### config.mk
export PLATFORM = sky130hd
export DESIGN_NAME = erd_mac
export DESIGN_NICKNAME = d
export VERILOG_FILES = /design/src/rtl/core/erd_pkg.sv /design/src/rtl/core/erd_mac.sv
export SDC_FILE = /design/constraint.sdc
export NUM_CORES = 1
export LEC_CHECK = 0
export BUFFER_PORTS_ARGS = -buffer_cell sky130_fd_sc_hd__buf_4
export CAP_MARGIN = 20
export CORE_AREA = 2 2 191 193
export CTS_CLUSTER_DIAMETER = 80
export DETAILED_ROUTE_END_ITERATION = 10
export DIE_AREA = 0 0 193 195
export MAX_ROUTING_LAYER = met4
export PLACE_DENSITY = 0.72
export SYNTH_ARGS = -nofsm -noshare
export SYNTH_HDL_FRONTEND = slang
export SYNTH_SLANG_ARGS = --single-unit
### constraint.sdc
create_clock -name clk -period 7.4 [get_ports clk]
set_input_delay 0.37 -clock clk [delete_from_list [all_inputs] [get_ports clk]]
set_output_delay 0.37 -clock clk [all_outputs]
set_load 0.03 [all_outputs]
### src/rtl/core/erd_pkg.sv
`timescale 1ns / 1ps
// ----------------------------------------------------------------------------
// erd_pkg: shared types, sizes and arithmetic for the early reflection block
// Sample and coefficient formats, store sizes, register indexes, and the
// round and saturate helpers used around the shared multiplier.
// ----------------------------------------------------------------------------
package erd_pkg;

  // Field widths and fixed-point formats (Q1.23 samples, Q1.15 gains)
  localparam int SMP_W     = 24;
  localparam int COEF_W    = 16;
  localparam int COEF_FRAC = 15;
  localparam int DLY_W     = 9;
  localparam int TAP_DLY_W = 14;
  localparam int CFG_W     = 16;
  localparam int CFG_IDX_W = 3;

  // Store sizes; both depths are powers of two so positions wrap for free
  localparam int TAP_COUNT  = 16;
  localparam int LINE_DEPTH = 16384;
  localparam int DIF_DEPTH  = 512;
  localparam int DIF_TOT    = 4 * DIF_DEPTH;
  localparam int LINE_AW    = $clog2(LINE_DEPTH);
  localparam int DIF_AW     = $clog2(DIF_DEPTH);
  localparam int DIF_TOT_AW = DIF_AW + 2;
  localparam int TAP_AW     = (TAP_COUNT > 1) ? $clog2(TAP_COUNT) : 1;
  localparam int CLR_DEPTH  = (LINE_DEPTH > DIF_TOT) ? LINE_DEPTH : DIF_TOT;
  localparam int CLR_AW     = $clog2(CLR_DEPTH);

  // Datapath widths
  localparam int PROD_W = SMP_W + COEF_W;
  localparam int RND_W  = PROD_W + 1 - COEF_FRAC;
  localparam int ACC_W  = PROD_W + $clog2(TAP_COUNT) + 1;
  localparam int SAT_W  = 48;

  localparam logic signed [SAT_W-1:0] SAT_HI = SAT_W'(8388607);
  localparam logic signed [SAT_W-1:0] SAT_LO = -SAT_W'(8388608);
  localparam int RND_HALF = 1 << (COEF_FRAC - 1);

  // Input item kinds
  localparam logic MODE_AUDIO = 1'b0;
  localparam logic MODE_TAP   = 1'b1;

  // Configuration register indexes
  localparam logic [CFG_IDX_W-1:0] REG_DLY_LA = 3'd0;
  localparam logic [CFG_IDX_W-1:0] REG_DLY_LB = 3'd1;
  localparam logic [CFG_IDX_W-1:0] REG_DLY_RA = 3'd2;
  localparam logic [CFG_IDX_W-1:0] REG_DLY_RB = 3'd3;
  localparam logic [CFG_IDX_W-1:0] REG_COEFF  = 3'd4;
  localparam logic [CFG_IDX_W-1:0] REG_STEREO = 3'd5;

  // Register reset values
  localparam logic [DLY_W-1:0]  RST_DLY_LA = 9'd75;
  localparam logic [DLY_W-1:0]  RST_DLY_LB = 9'd137;
  localparam logic [DLY_W-1:0]  RST_DLY_RA = 9'd93;
  localparam logic [DLY_W-1:0]  RST_DLY_RB = 9'd163;
  localparam logic [COEF_W-1:0] RST_COEFF  = 16'd16384;

  typedef logic signed [SMP_W-1:0]  smp_t;
  typedef logic signed [COEF_W-1:0] coef_t;
  typedef logic signed [PROD_W-1:0] prod_t;
  typedef logic signed [ACC_W-1:0]  acc_t;

  // Memory port commands from the sequencer
  typedef struct packed {
    logic                  dif_we;
    logic [DIF_TOT_AW-1:0] dif_waddr;
    smp_t                  dif_wdata;
    logic [DIF_TOT_AW-1:0] dif_raddr;
    logic                  line_we_l;
    logic                  line_we_r;
    logic [LINE_AW-1:0]    line_waddr;
    smp_t                  line_wdata;
    logic [LINE_AW-1:0]    line_raddr;
  } mem_cmd_t;

  // Accumulator control for the shared multiplier
  typedef struct packed {
    logic acc_clr;
    logic acc_en;
  } mac_cmd_t;

  // Round a Q1.23 x Q1.15 product back to Q1.23, half up
  function automatic logic signed [RND_W-1:0] rnd15(input prod_t p);
    logic signed [PROD_W:0] t;
    t = {p[PROD_W-1], p} + (PROD_W+1)'(RND_HALF);
    return t[PROD_W:COEF_FRAC];
  endfunction

  // Clamp to the Q1.23 range
  function automatic smp_t sat_smp(input logic signed [SAT_W-1:0] x);
    logic signed [SAT_W-1:0] y;
    y = x;
    if (x > SAT_HI) y = SAT_HI;
    if (x < SAT_LO) y = SAT_LO;
    return y[SMP_W-1:0];
  endfunction

endpackage

### src/rtl/core/erd_mac.sv
`timescale 1ns / 1ps
// ----------------------------------------------------------------------------
// erd_mac: shared multiplier with accumulator
// Multiplies one sample by one Q1.15 value each cycle into a product
// register, and optionally adds the product into the tap accumulator.
// ----------------------------------------------------------------------------
module erd_mac (
  input  logic              clk,
  input  logic              rst,
  input  erd_pkg::mac_cmd_t cmd,
  input  erd_pkg::smp_t     op_a,
  input  erd_pkg::coef_t    op_b,
  output erd_pkg::prod_t    prod,
  output erd_pkg::acc_t     acc
);
  import erd_pkg::*;

  // Register the product every cycle
  always_ff @(posedge clk) begin
    prod <= op_a * op_b;
  end

  // Clear or accumulate the registered product
  always_ff @(posedge clk) begin
    if (rst) begin
      acc <= '0;
    end else if (cmd.acc_clr) begin
      acc <= '0;
    end else if (cmd.acc_en) begin
      acc <= acc + ACC_W'(prod);
    end
  end

endmodule

==> results.json, run 1 <==
{
  "area_delta_synth_final_pct": 8.029,
  "critical_path_required_ns": 7.61,
  "worstSetupPathType": "primary input to flip-flop",
  "grt_pass1_vias": 15100,
  "synth_top_cell_area_share_pct": 40.28,
  "drt-initial-drc-count": 890,
  "numCtsBuffers": 9,
  "port_buffers": 128,
  "cp.arrival_ns": 6.53,
  "worstHoldPathType": "primary input to flip-flop",
  "period_minus_slack_ns": 6.320,
  "multi_input_area_um2": 14920,
  "ios": 129,
  "dpl.cell_count": 2617,
  "start_util_pct": 52.65,
  "synth-edff-count": 0,
  "clk_path_buf_depth": 2,
  "root_buffer": "clkbuf_16",
  "finalMaxSlewViolations": 0,
  "drive_gt1_share_pct": 8.241,
  "yosysUniqueCellTypes": 79,
  "fin_util_pct": 56.88,
  "antenna_found_initial": 0,
  "post_cts_resized": 0,
  "register_area_um2": 1702,
  "place_area_um2": 19850,
  "skew_ns": 0.005508,
  "synth.area.top_cells": "fa_1 (40%), ha_1 (9.5%), dfxtp_1 (9.1%)",
  "cp-end-kind": "flip-flop",
  "async_flop_share_pct": 0,
  "synth.most_common_cell": "inv_1",
  "wl_per_cell_um": 17.88,
  "fmax_mhz": 158.2,
  "setup-tns-final_ns": 0,
  "outcome": "finished clean",
  "grt_pass1_wl_um": 78230,
  "via_count": 14300,
  "tightest_slew_ns": 0.8799,
  "rows": 69,
  "hold_viol_final": 0,
  "syn_area_per_cell_um2": 8.858,
  "period_share_pct": 85.40,
  "final_nets": 2728,
  "ys_top_cells_by_count": "inv_1 (448), fa_1 (375), nand2_1 (268)",
  "hpwl_um": 38750,
  "syn-cell-area_um2": 18640,
  "place_congestion": 0.9415,
  "post-cts-setup-buffer-count": 0,
  "hold_buffers": 0,
  "antenna_cells": 0,
  "grtUsageTotal_pct": 27.14,
  "dieHeight_um": 195,
  "synth_cells": 2104,
  "tritoncts": "done",
  "coreArea_um2": 35400,
  "path_max_fanout": 24,
  "final_cells": 2633,
  "ys.flop_type": "dfxtp_1",
  "max_slew_margin_pct": 40.97,
  "synth-seq-cells": 85,
  "grt_overflow": 0,
  "fill_cells": 3178,
  "post-route-drc-count": 0,
  "fin_area_um2": 20130,
  "viasPerCell": 5.431,
  "setup-violations-final": 0,
  "h-tree-depth": 3,
  "cts.reportedPaths.clkPinSlew_ns": 0.06,
  "cts_sinks": 85,
  "dieArea_um2": 37640,
  "ys.warnings.count": 0,
  "firstDrtPassIters": 7,
  "worstSetupStartpointType": "primary input",
  "synthesis.nets": 2665,
  "rsz0062_at_grt": "no",
  "ys_seq_area_share_pct": 9.130,
  "die_width_um": 193,
  "max_cap_violations": 0,
  "grt_max_degree": 40,
  "synth_top_area_cell": "fa_1",
  "clk_latency_ns": 0.34,
  "wl_um": 47070,
  "antenna_left": 0
}
[cell families (layout without fill, tap and decap cells)]
family                     count (synthesis)  after routing  share of synthesized area, %
adders and majority gates                517            517                         49.81
buffers and inverters                    526            594                         10.84
muxes                                     19             19                         1.020
AOI/OAI and AO/OA                        274            274                         9.875
and+or+nand+nor                          605            605                         15.66
xor gates and xnor gates                  78             78                         3.665
DFF                                       85             85                         9.130
[stage by stage]
step | hold slack, ns | worst slack, ns
after floorplan | 0.4973 | 1.392
after CTS | 0.4381 | 1.124
after global placement | 0.4698 | 0.9275
after detailed placement | 0.4707 | 0.8031
final | 0.4525 | 1.080
after global routing | 0.4548 | 0.6573
[worst paths after layout]
path | start | to | slack (ns) | depth (start not counted)
setup / recovery | op_b[4] | prod[39] | 1.08 | 22
setup reg to reg | prod[0] | acc[44] | 4.17 | 12
hold reg to reg | acc[41] | acc[41] | 0.48 | 2
hold / removal | op_a[0] | prod[0] | 0.45 | 2
[worst max-delay path, stage by stage]
cell       delay [ns]
buf_4            0.21
and2_1           0.21
fa_1             0.54
inv_1            0.05
fa_1             0.47
fa_1             0.52
inv_1            0.06
fa_1             0.50
fa_1             0.51
inv_1            0.05
fa_1             0.54
inv_1            0.06
ha_1             0.35
a21o_1           0.20
a21o_1           0.19
a2111oi_0        0.43
nand3_1          0.18
a41oi_2          0.32
nand4b_1         0.22
o21ai_1          0.14
a221oi_2         0.29
xnor2_1          0.12
[state kept, by name (all words and copies together), names as in the netlist]
register	count
prod	40
acc	45
[area by class of cell]
class | instances | area share (%)
Clock inverter | 6 | 0.2361
Inverter | 449 | 8.371
Timing Repair Buffer | 129 | 4.810
Tap cell | 461 | 2.865
Sequential cell | 85 | 8.451
Clock buffer | 10 | 1.187
Multi-Input combinational cell | 1493 | 74.08
[cells in the final DEF (no fill, tap or decap), drive strengths merged, types with 11 or more instances in the layout]
master	count
a211oi	12
a21o	36
a21oi	83
a31oi	14
and2	157
buf	129
dfxtp	85
fa	375
ha	142
inv	449
mux2i	19
nand2	268
nand2b	13
nand3	19
nand4	11
nor2	91
o21ai	61
xnor2	54
xor2	24
[per-layer routing]
metal | part of all wire (%) | up-vias | global-route usage [%]
li1 | - | 6588 | -
met1 | 45 | 7082 | 37.79
met2 | 45 | 568 | 41.54
met3 | 9.2 | 62 | 5.787
met4 | 1.4 | 0 | 4.798
met5 | 0 | - | -
Power of run 1 is not shown: default switching activity piles up to over one toggle a cycle in this logic, so the estimate is an artifact.
==> run 2: changes to the inputs <==
Settings changed: RECOVER_POWER set to 100, SKIP_CTS_REPAIR_TIMING set to 1.
==> run 2 against run 1 <==
  * The run now ends with max-capacitance violations, max-slew violations left
  * Critical path depth unchanged
  * Clock skew about the same
  * Clock-buffer cell count unchanged
  * Via count decreased by 0.12%
  * Flip-flop and latch count unchanged
  * Global-route usage unchanged
  * Maximum frequency decreased by 4.7%
  * Critical path type unchanged
  * Highest routed layer unchanged
==> results.json, run 2 (synthesized netlist as in run 1, its figures left out) <==
{
  "outcome": "finished, violations left",
  "violations": "max-capacitance violations, max-slew violations",
  "hold_viol_final": 0,
  "period_minus_slack_ns": 6.628,
  "fin_util_pct": 55.69,
  "cp-end-kind": "flip-flop",
  "cts_sinks": 85,
  "final_nets": 2728,
  "multi_input_area_um2": 14820,
  "grt_pass1_vias": 15100,
  "largest_register_ffs": 45,
  "fill_cells": 3299,
  "r2r_slack_ns": 3.85,
  "numCtsBuffers": 9,
  "rsz0062_at_grt": "no",
  "wl_um": 47080,
  "cp.arrival_ns": 6.90,
  "holdPathStages": 2,
  "tightest_slew_ns": 2.442,
  "ios": 129,
  "grt_max_degree": 40,
  "worstSetupPathType": "primary input to flip-flop",
  "drive_gt1_share_pct": 3.637,
  "dieHeight_um": 195,
  "setup-tns-final_ns": 0,
  "drt-initial-drc-count": 933,
  "coreArea_um2": 35400,
  "period_share_pct": 89.57,
  "port_buffers": 128,
  "wl_per_cell_um": 17.88,
  "timing.rr.start": "prod[19]",
  "rows": 69,
  "start_util_pct": 52.65,
  "top_register": "acc",
  "max_slew_margin_pct": -62.80,
  "post-route-drc-count": 0,
  "antenna_found_initial": 0,
  "min_to": "prod[0]",
  "grt_pass1_wl_um": 78230,
  "rr_worst_depth": 10,
  "register_area_um2": 1702,
  "cts.reportedPaths.clkPinSlew_ns": 0.06,
  "setup-violations-final": 0,
  "r2r-end": "acc[40]",
  "dieArea_um2": 37640,
  "worstHoldPathType": "primary input to flip-flop",
  "h-tree-depth": 3,
  "place_congestion": 0.9415,
  "firstDrtPassIters": 6,
  "fmax_mhz": 150.9,
  "viasPerCell": 5.425,
  "finalMaxSlewViolations": 40,
  "antenna_left": 0,
  "grtUsageTotal_pct": 27.14,
  "root_buffer": "clkbuf_16",
  "clk_latency_ns": 0.34,
  "max_cap_violations": 1,
  "die_width_um": 193,
  "skew_ns": 0.005619,
  "clk_path_buf_depth": 2,
  "path_max_fanout": 24,
  "hpwl_um": 38750,
  "layout_common_cells": "inv_1 (448), fa_1 (375), nand2_1 (268)",
  "worstSetupStartpointType": "primary input",
  "min_from": "op_a[0]",
  "reg.largest.list": "acc: 45 flops, prod: 40 flops",
  "area_delta_synth_final_pct": 5.767,
  "critical_path_required_ns": 7.67,
  "tritoncts": "done",
  "via_count": 14280,
  "antenna_cells": 0,
  "grt_overflow": 0,
  "mostFrequentLayoutCell": "inv_1"
}
==> run 2: cell types whose count changed in the layout (fill, tap and decap cells not counted), sizes merged <==
cell	delta
buf	-87
clkbuf	+87
==> run 2: worst max-delay path by stage <==
stage	startpoint	endpoint	slack, ns	depth (start not counted)
2_1_floorplan	op_a[16]	prod[36]	1.39	21
3_3_place_gp	op_b[4]	prod[39]	0.93	22
3_5_place_dp	op_b[4]	prod[39]	0.80	22
4_1_cts	op_b[4]	prod[39]	1.12	22
5_1_grt	op_b[1]	prod[39]	0.36	21
6_report	op_b[4]	prod[36]	0.77	22
==> run 2: final cells by class <==
type | count | area share (%)
inverter | 449 | 8.550
timing repair buffer | 129 | 3.275
clock buffer | 10 | 1.212
multi-input combinational | 1493 | 75.16
sequential | 85 | 8.632
clock inverter | 6 | 0.2412
tap | 461 | 2.926
==> run 2: per-stage QoR <==
stage	hold WS [ns]	cells	setup slack, ns	instance area (µm²)
floorplan	0.4973	2104	1.392	18640
global placement	0.4698	2617	0.9275	19850
detailed placement	0.4707	2617	0.8031	19850
CTS	0.4381	2633	1.124	20130
global route	0.4554	2633	0.3575	19710
finish	0.4526	2633	0.7716	19710
==> run 2: routing by layer <==
layer | GRT usage (%) | routed length, µm | part of all wire, %
met1 | 37.79 | 20930 | 44
met2 | 41.54 | 20860 | 44
met3 | 5.787 | 4621 | 9.8
met4 | 4.798 | 667 | 1.4
met5 | - | 0 | 0
==> run 2: critical path, cell delays in order <==
cell,delay (ns)
buf_4,0.20
and2_1,0.21
fa_1,0.53
inv_1,0.05
fa_1,0.47
fa_1,0.53
inv_1,0.06
fa_1,0.48
fa_1,0.48
inv_1,0.05
fa_1,0.47
inv_1,0.04
ha_1,0.36
a2111oi_0,0.46
o21ai_0,0.18
a221oi_1,0.35
o21ai_0,0.15
a41oi_1,0.41
o21ai_0,0.32
a221o_1,0.41
a21oi_1,0.17
xnor2_1,0.13
Power of run 2 is left out for the same reason.
==> run 3: changes to the inputs <==
Settings changed: ABC_AREA set to 1, CORE_AREA 2 2 191 193 to 2 2 201 203, DIE_AREA 0 0 193 195 to 0 0 203 205, PLACE_DENSITY 0.72 to 0.71.
==> run 3 against run 2 <==
  * The flow still finishes with violations (max-capacitance violations, max-slew violations)
  * Area after synthesis increased by 11%
  * Non-clock buffer count unchanged
  * Routed wire length increased by 31%
  * Register-to-register slack improved by 0.58 ns
  * Die area increased by 11%
  * Clock skew increased by 0.011 ns
  * Critical endpoint is now prod[25]
==> results.json, run 3 <==
{
  "outcome": "finished, violations left",
  "violations": "max-capacitance violations, max-slew violations",
  "rows": 73,
  "synth_top_area_cell": "fa_1",
  "grt_overflow": 0,
  "synth.area.top_cells": "fa_1 (36%), inv_1 (15%), nand2_1 (13%)",
  "die_width_um": 203,
  "final_nets": 3520,
  "via_count": 18100,
  "layout_common_cells": "inv_1 (806), nand2_1 (741), fa_1 (375)",
  "mostFrequentLayoutCell": "inv_1",
  "skew_ns": 0.01690,
  "ys_seq_area_share_pct": 8.229,
  "period_minus_slack_ns": 6.325,
  "tightest_slew_ns": 3.463,
  "rsz0062_at_grt": "no",
  "final_cells": 3489,
  "hpwl_um": 52520,
  "ys_top_cells_by_count": "inv_1 (806), nand2_1 (741), fa_1 (375)",
  "port_buffers": 128,
  "setup-tns-final_ns": 0,
  "fill_cells": 3955,
  "clk_latency_ns": 0.36,
  "drive_gt1_share_pct": 3.374,
  "wl_per_cell_um": 17.62,
  "h-tree-depth": 3,
  "synth_top_cell_area_share_pct": 36.31,
  "grtUsageTotal_pct": 31.84,
  "cts.reportedPaths.clkPinSlew_ns": 0.08,
  "synth_cells": 2908,
  "wl_um": 61490,
  "synth.most_common_cell": "inv_1",
  "worstSetupStartpointType": "primary input",
  "ys.warnings.count": 0,
  "yosysUniqueCellTypes": 39,
  "largest_register_ffs": 45,
  "dieHeight_um": 205,
  "cts_sinks": 85,
  "worstSetupPathType": "primary input to flip-flop",
  "synth-seq-cells": 85,
  "critical_path_required_ns": 7.65,
  "clk_path_buf_depth": 2,
  "period_share_pct": 85.47,
  "cp-end-kind": "flip-flop",
  "fmax_mhz": 158.1,
  "syn_area_per_cell_um2": 7.110,
  "critPathLaunch": "op_b[15]",
  "worstHoldPathType": "primary input to flip-flop",
  "drt-initial-drc-count": 1182,
  "synthesis.nets": 3469,
  "grt_pass1_wl_um": 99620,
  "top_register": "acc",
  "dieArea_um2": 41620,
  "ios": 129,
  "start_util_pct": 52.53,
  "syn-cell-area_um2": 20680,
  "tritoncts": "done",
  "grt_pass1_vias": 18830,
  "antenna_cells": 0,
  "reg.largest.list": "acc: 45 flops, prod: 40 flops",
  "hold_viol_final": 0,
  "area_delta_synth_final_pct": 6.021,
  "firstDrtPassIters": 5,
  "max_cap_violations": 1,
  "async_flop_share_pct": 0,
  "dpl.cell_count": 3473,
  "post-route-drc-count": 0,
  "numCtsBuffers": 9,
  "antenna_found_initial": 0,
  "synth-edff-count": 0,
  "grt_max_degree": 72,
  "cp.arrival_ns": 6.57,
  "coreArea_um2": 39370,
  "timing.rr.start": "acc[0]",
  "root_buffer": "clkbuf_16",
  "setup-violations-final": 0,
  "antenna_left": 0,
  "place_congestion": 1.005,
  "viasPerCell": 5.187,
  "path_max_fanout": 25,
  "finalMaxSlewViolations": 72,
  "ys.flop_type": "dfxtp_1",
  "max_slew_margin_pct": -130.9,
  "min_from": "op_a[0]"
}
run 3: kinds of logic (layout without fill, tap and decap cells):
family          Yosys count  in the layout  share of synthesized area [%]
simple gates           1131           1131                          22.09
xor+xnor                 59             59                          2.499
compound gates          217            217                          5.960
flops                    85             85                          8.229
buf+inv                 899            955                          16.33
fa+ha+maj               517            517                          44.90
run 3: final timing paths:
path / endpoint / slack (ns) / cells after the start
hold / removal: prod[0] / 0.37 / 3
setup reg to reg: acc[30] / 4.43 / 13
hold reg to reg: acc[0] / 0.49 / 2
setup / recovery: prod[25] / 1.08 / 22
run 3: critical path, stage by stage:
cell and delay [ns]:
clkbuf_4 0.11, inv_1 0.72, or2_2 0.26, fa_1 0.42, fa_1 0.49, inv_1 0.05, fa_1 0.47, inv_1 0.05
fa_1 0.51, fa_1 0.43, fa_1 0.49, inv_1 0.04, ha_1 0.33, nand2_1 0.12, nor2_1 0.29, nand2_1 0.09
o21ai_0 0.50, nand2_1 0.10, nand2_1 0.18, nand2_1 0.08, nand2_1 0.15, xor2_1 0.31
run 3: stage by stage:
step | hold slack, ns | area [µm²] | utilization, % | worst slack, ns
final | 0.3736 | 21920 | 55.69 | 1.075
after global routing | 0.3893 | 21920 | 55.69 | 0.8349
after CTS | 0.3554 | 22280 | 56.59 | 1.370
after detailed placement | 0.4920 | 21970 | 55.80 | 1.000
after global placement | 0.4745 | 21970 | 55.80 | 0.9611
after floorplan | 0.4676 | 20680 | - | 1.946
run 3: metal layers:
| layer | track usage, % | up-vias | wire length (µm) |
|---|---|---|---|
| met3 | 3.373 | 113 | 3796 |
| met1 | 41.74 | 8885 | 27060 |
| met4 | 10.38 | 0 | 1942 |
| met2 | 52.07 | 606 | 28690 |
| met5 | - | - | 0 |
| li1 | - | 8493 | - |
run 3: cell type report:
| cell class | instances | area, µm² | share of cell area [%] |
|---|---|---|---|
| well taps | 525 | 656.9 | 2.996 |
| repair buffers | 129 | 638.1 | 2.911 |
| multi-input cells | 1924 | 15570 | 71.04 |
| flip-flops and latches | 85 | 1702 | 7.762 |
| clock buffers | 9 | 225.2 | 1.027 |
| clock inverters | 7 | 86.33 | 0.3938 |
| inverters | 810 | 3040 | 13.87 |
Power of run 3 is left out for the same reason.
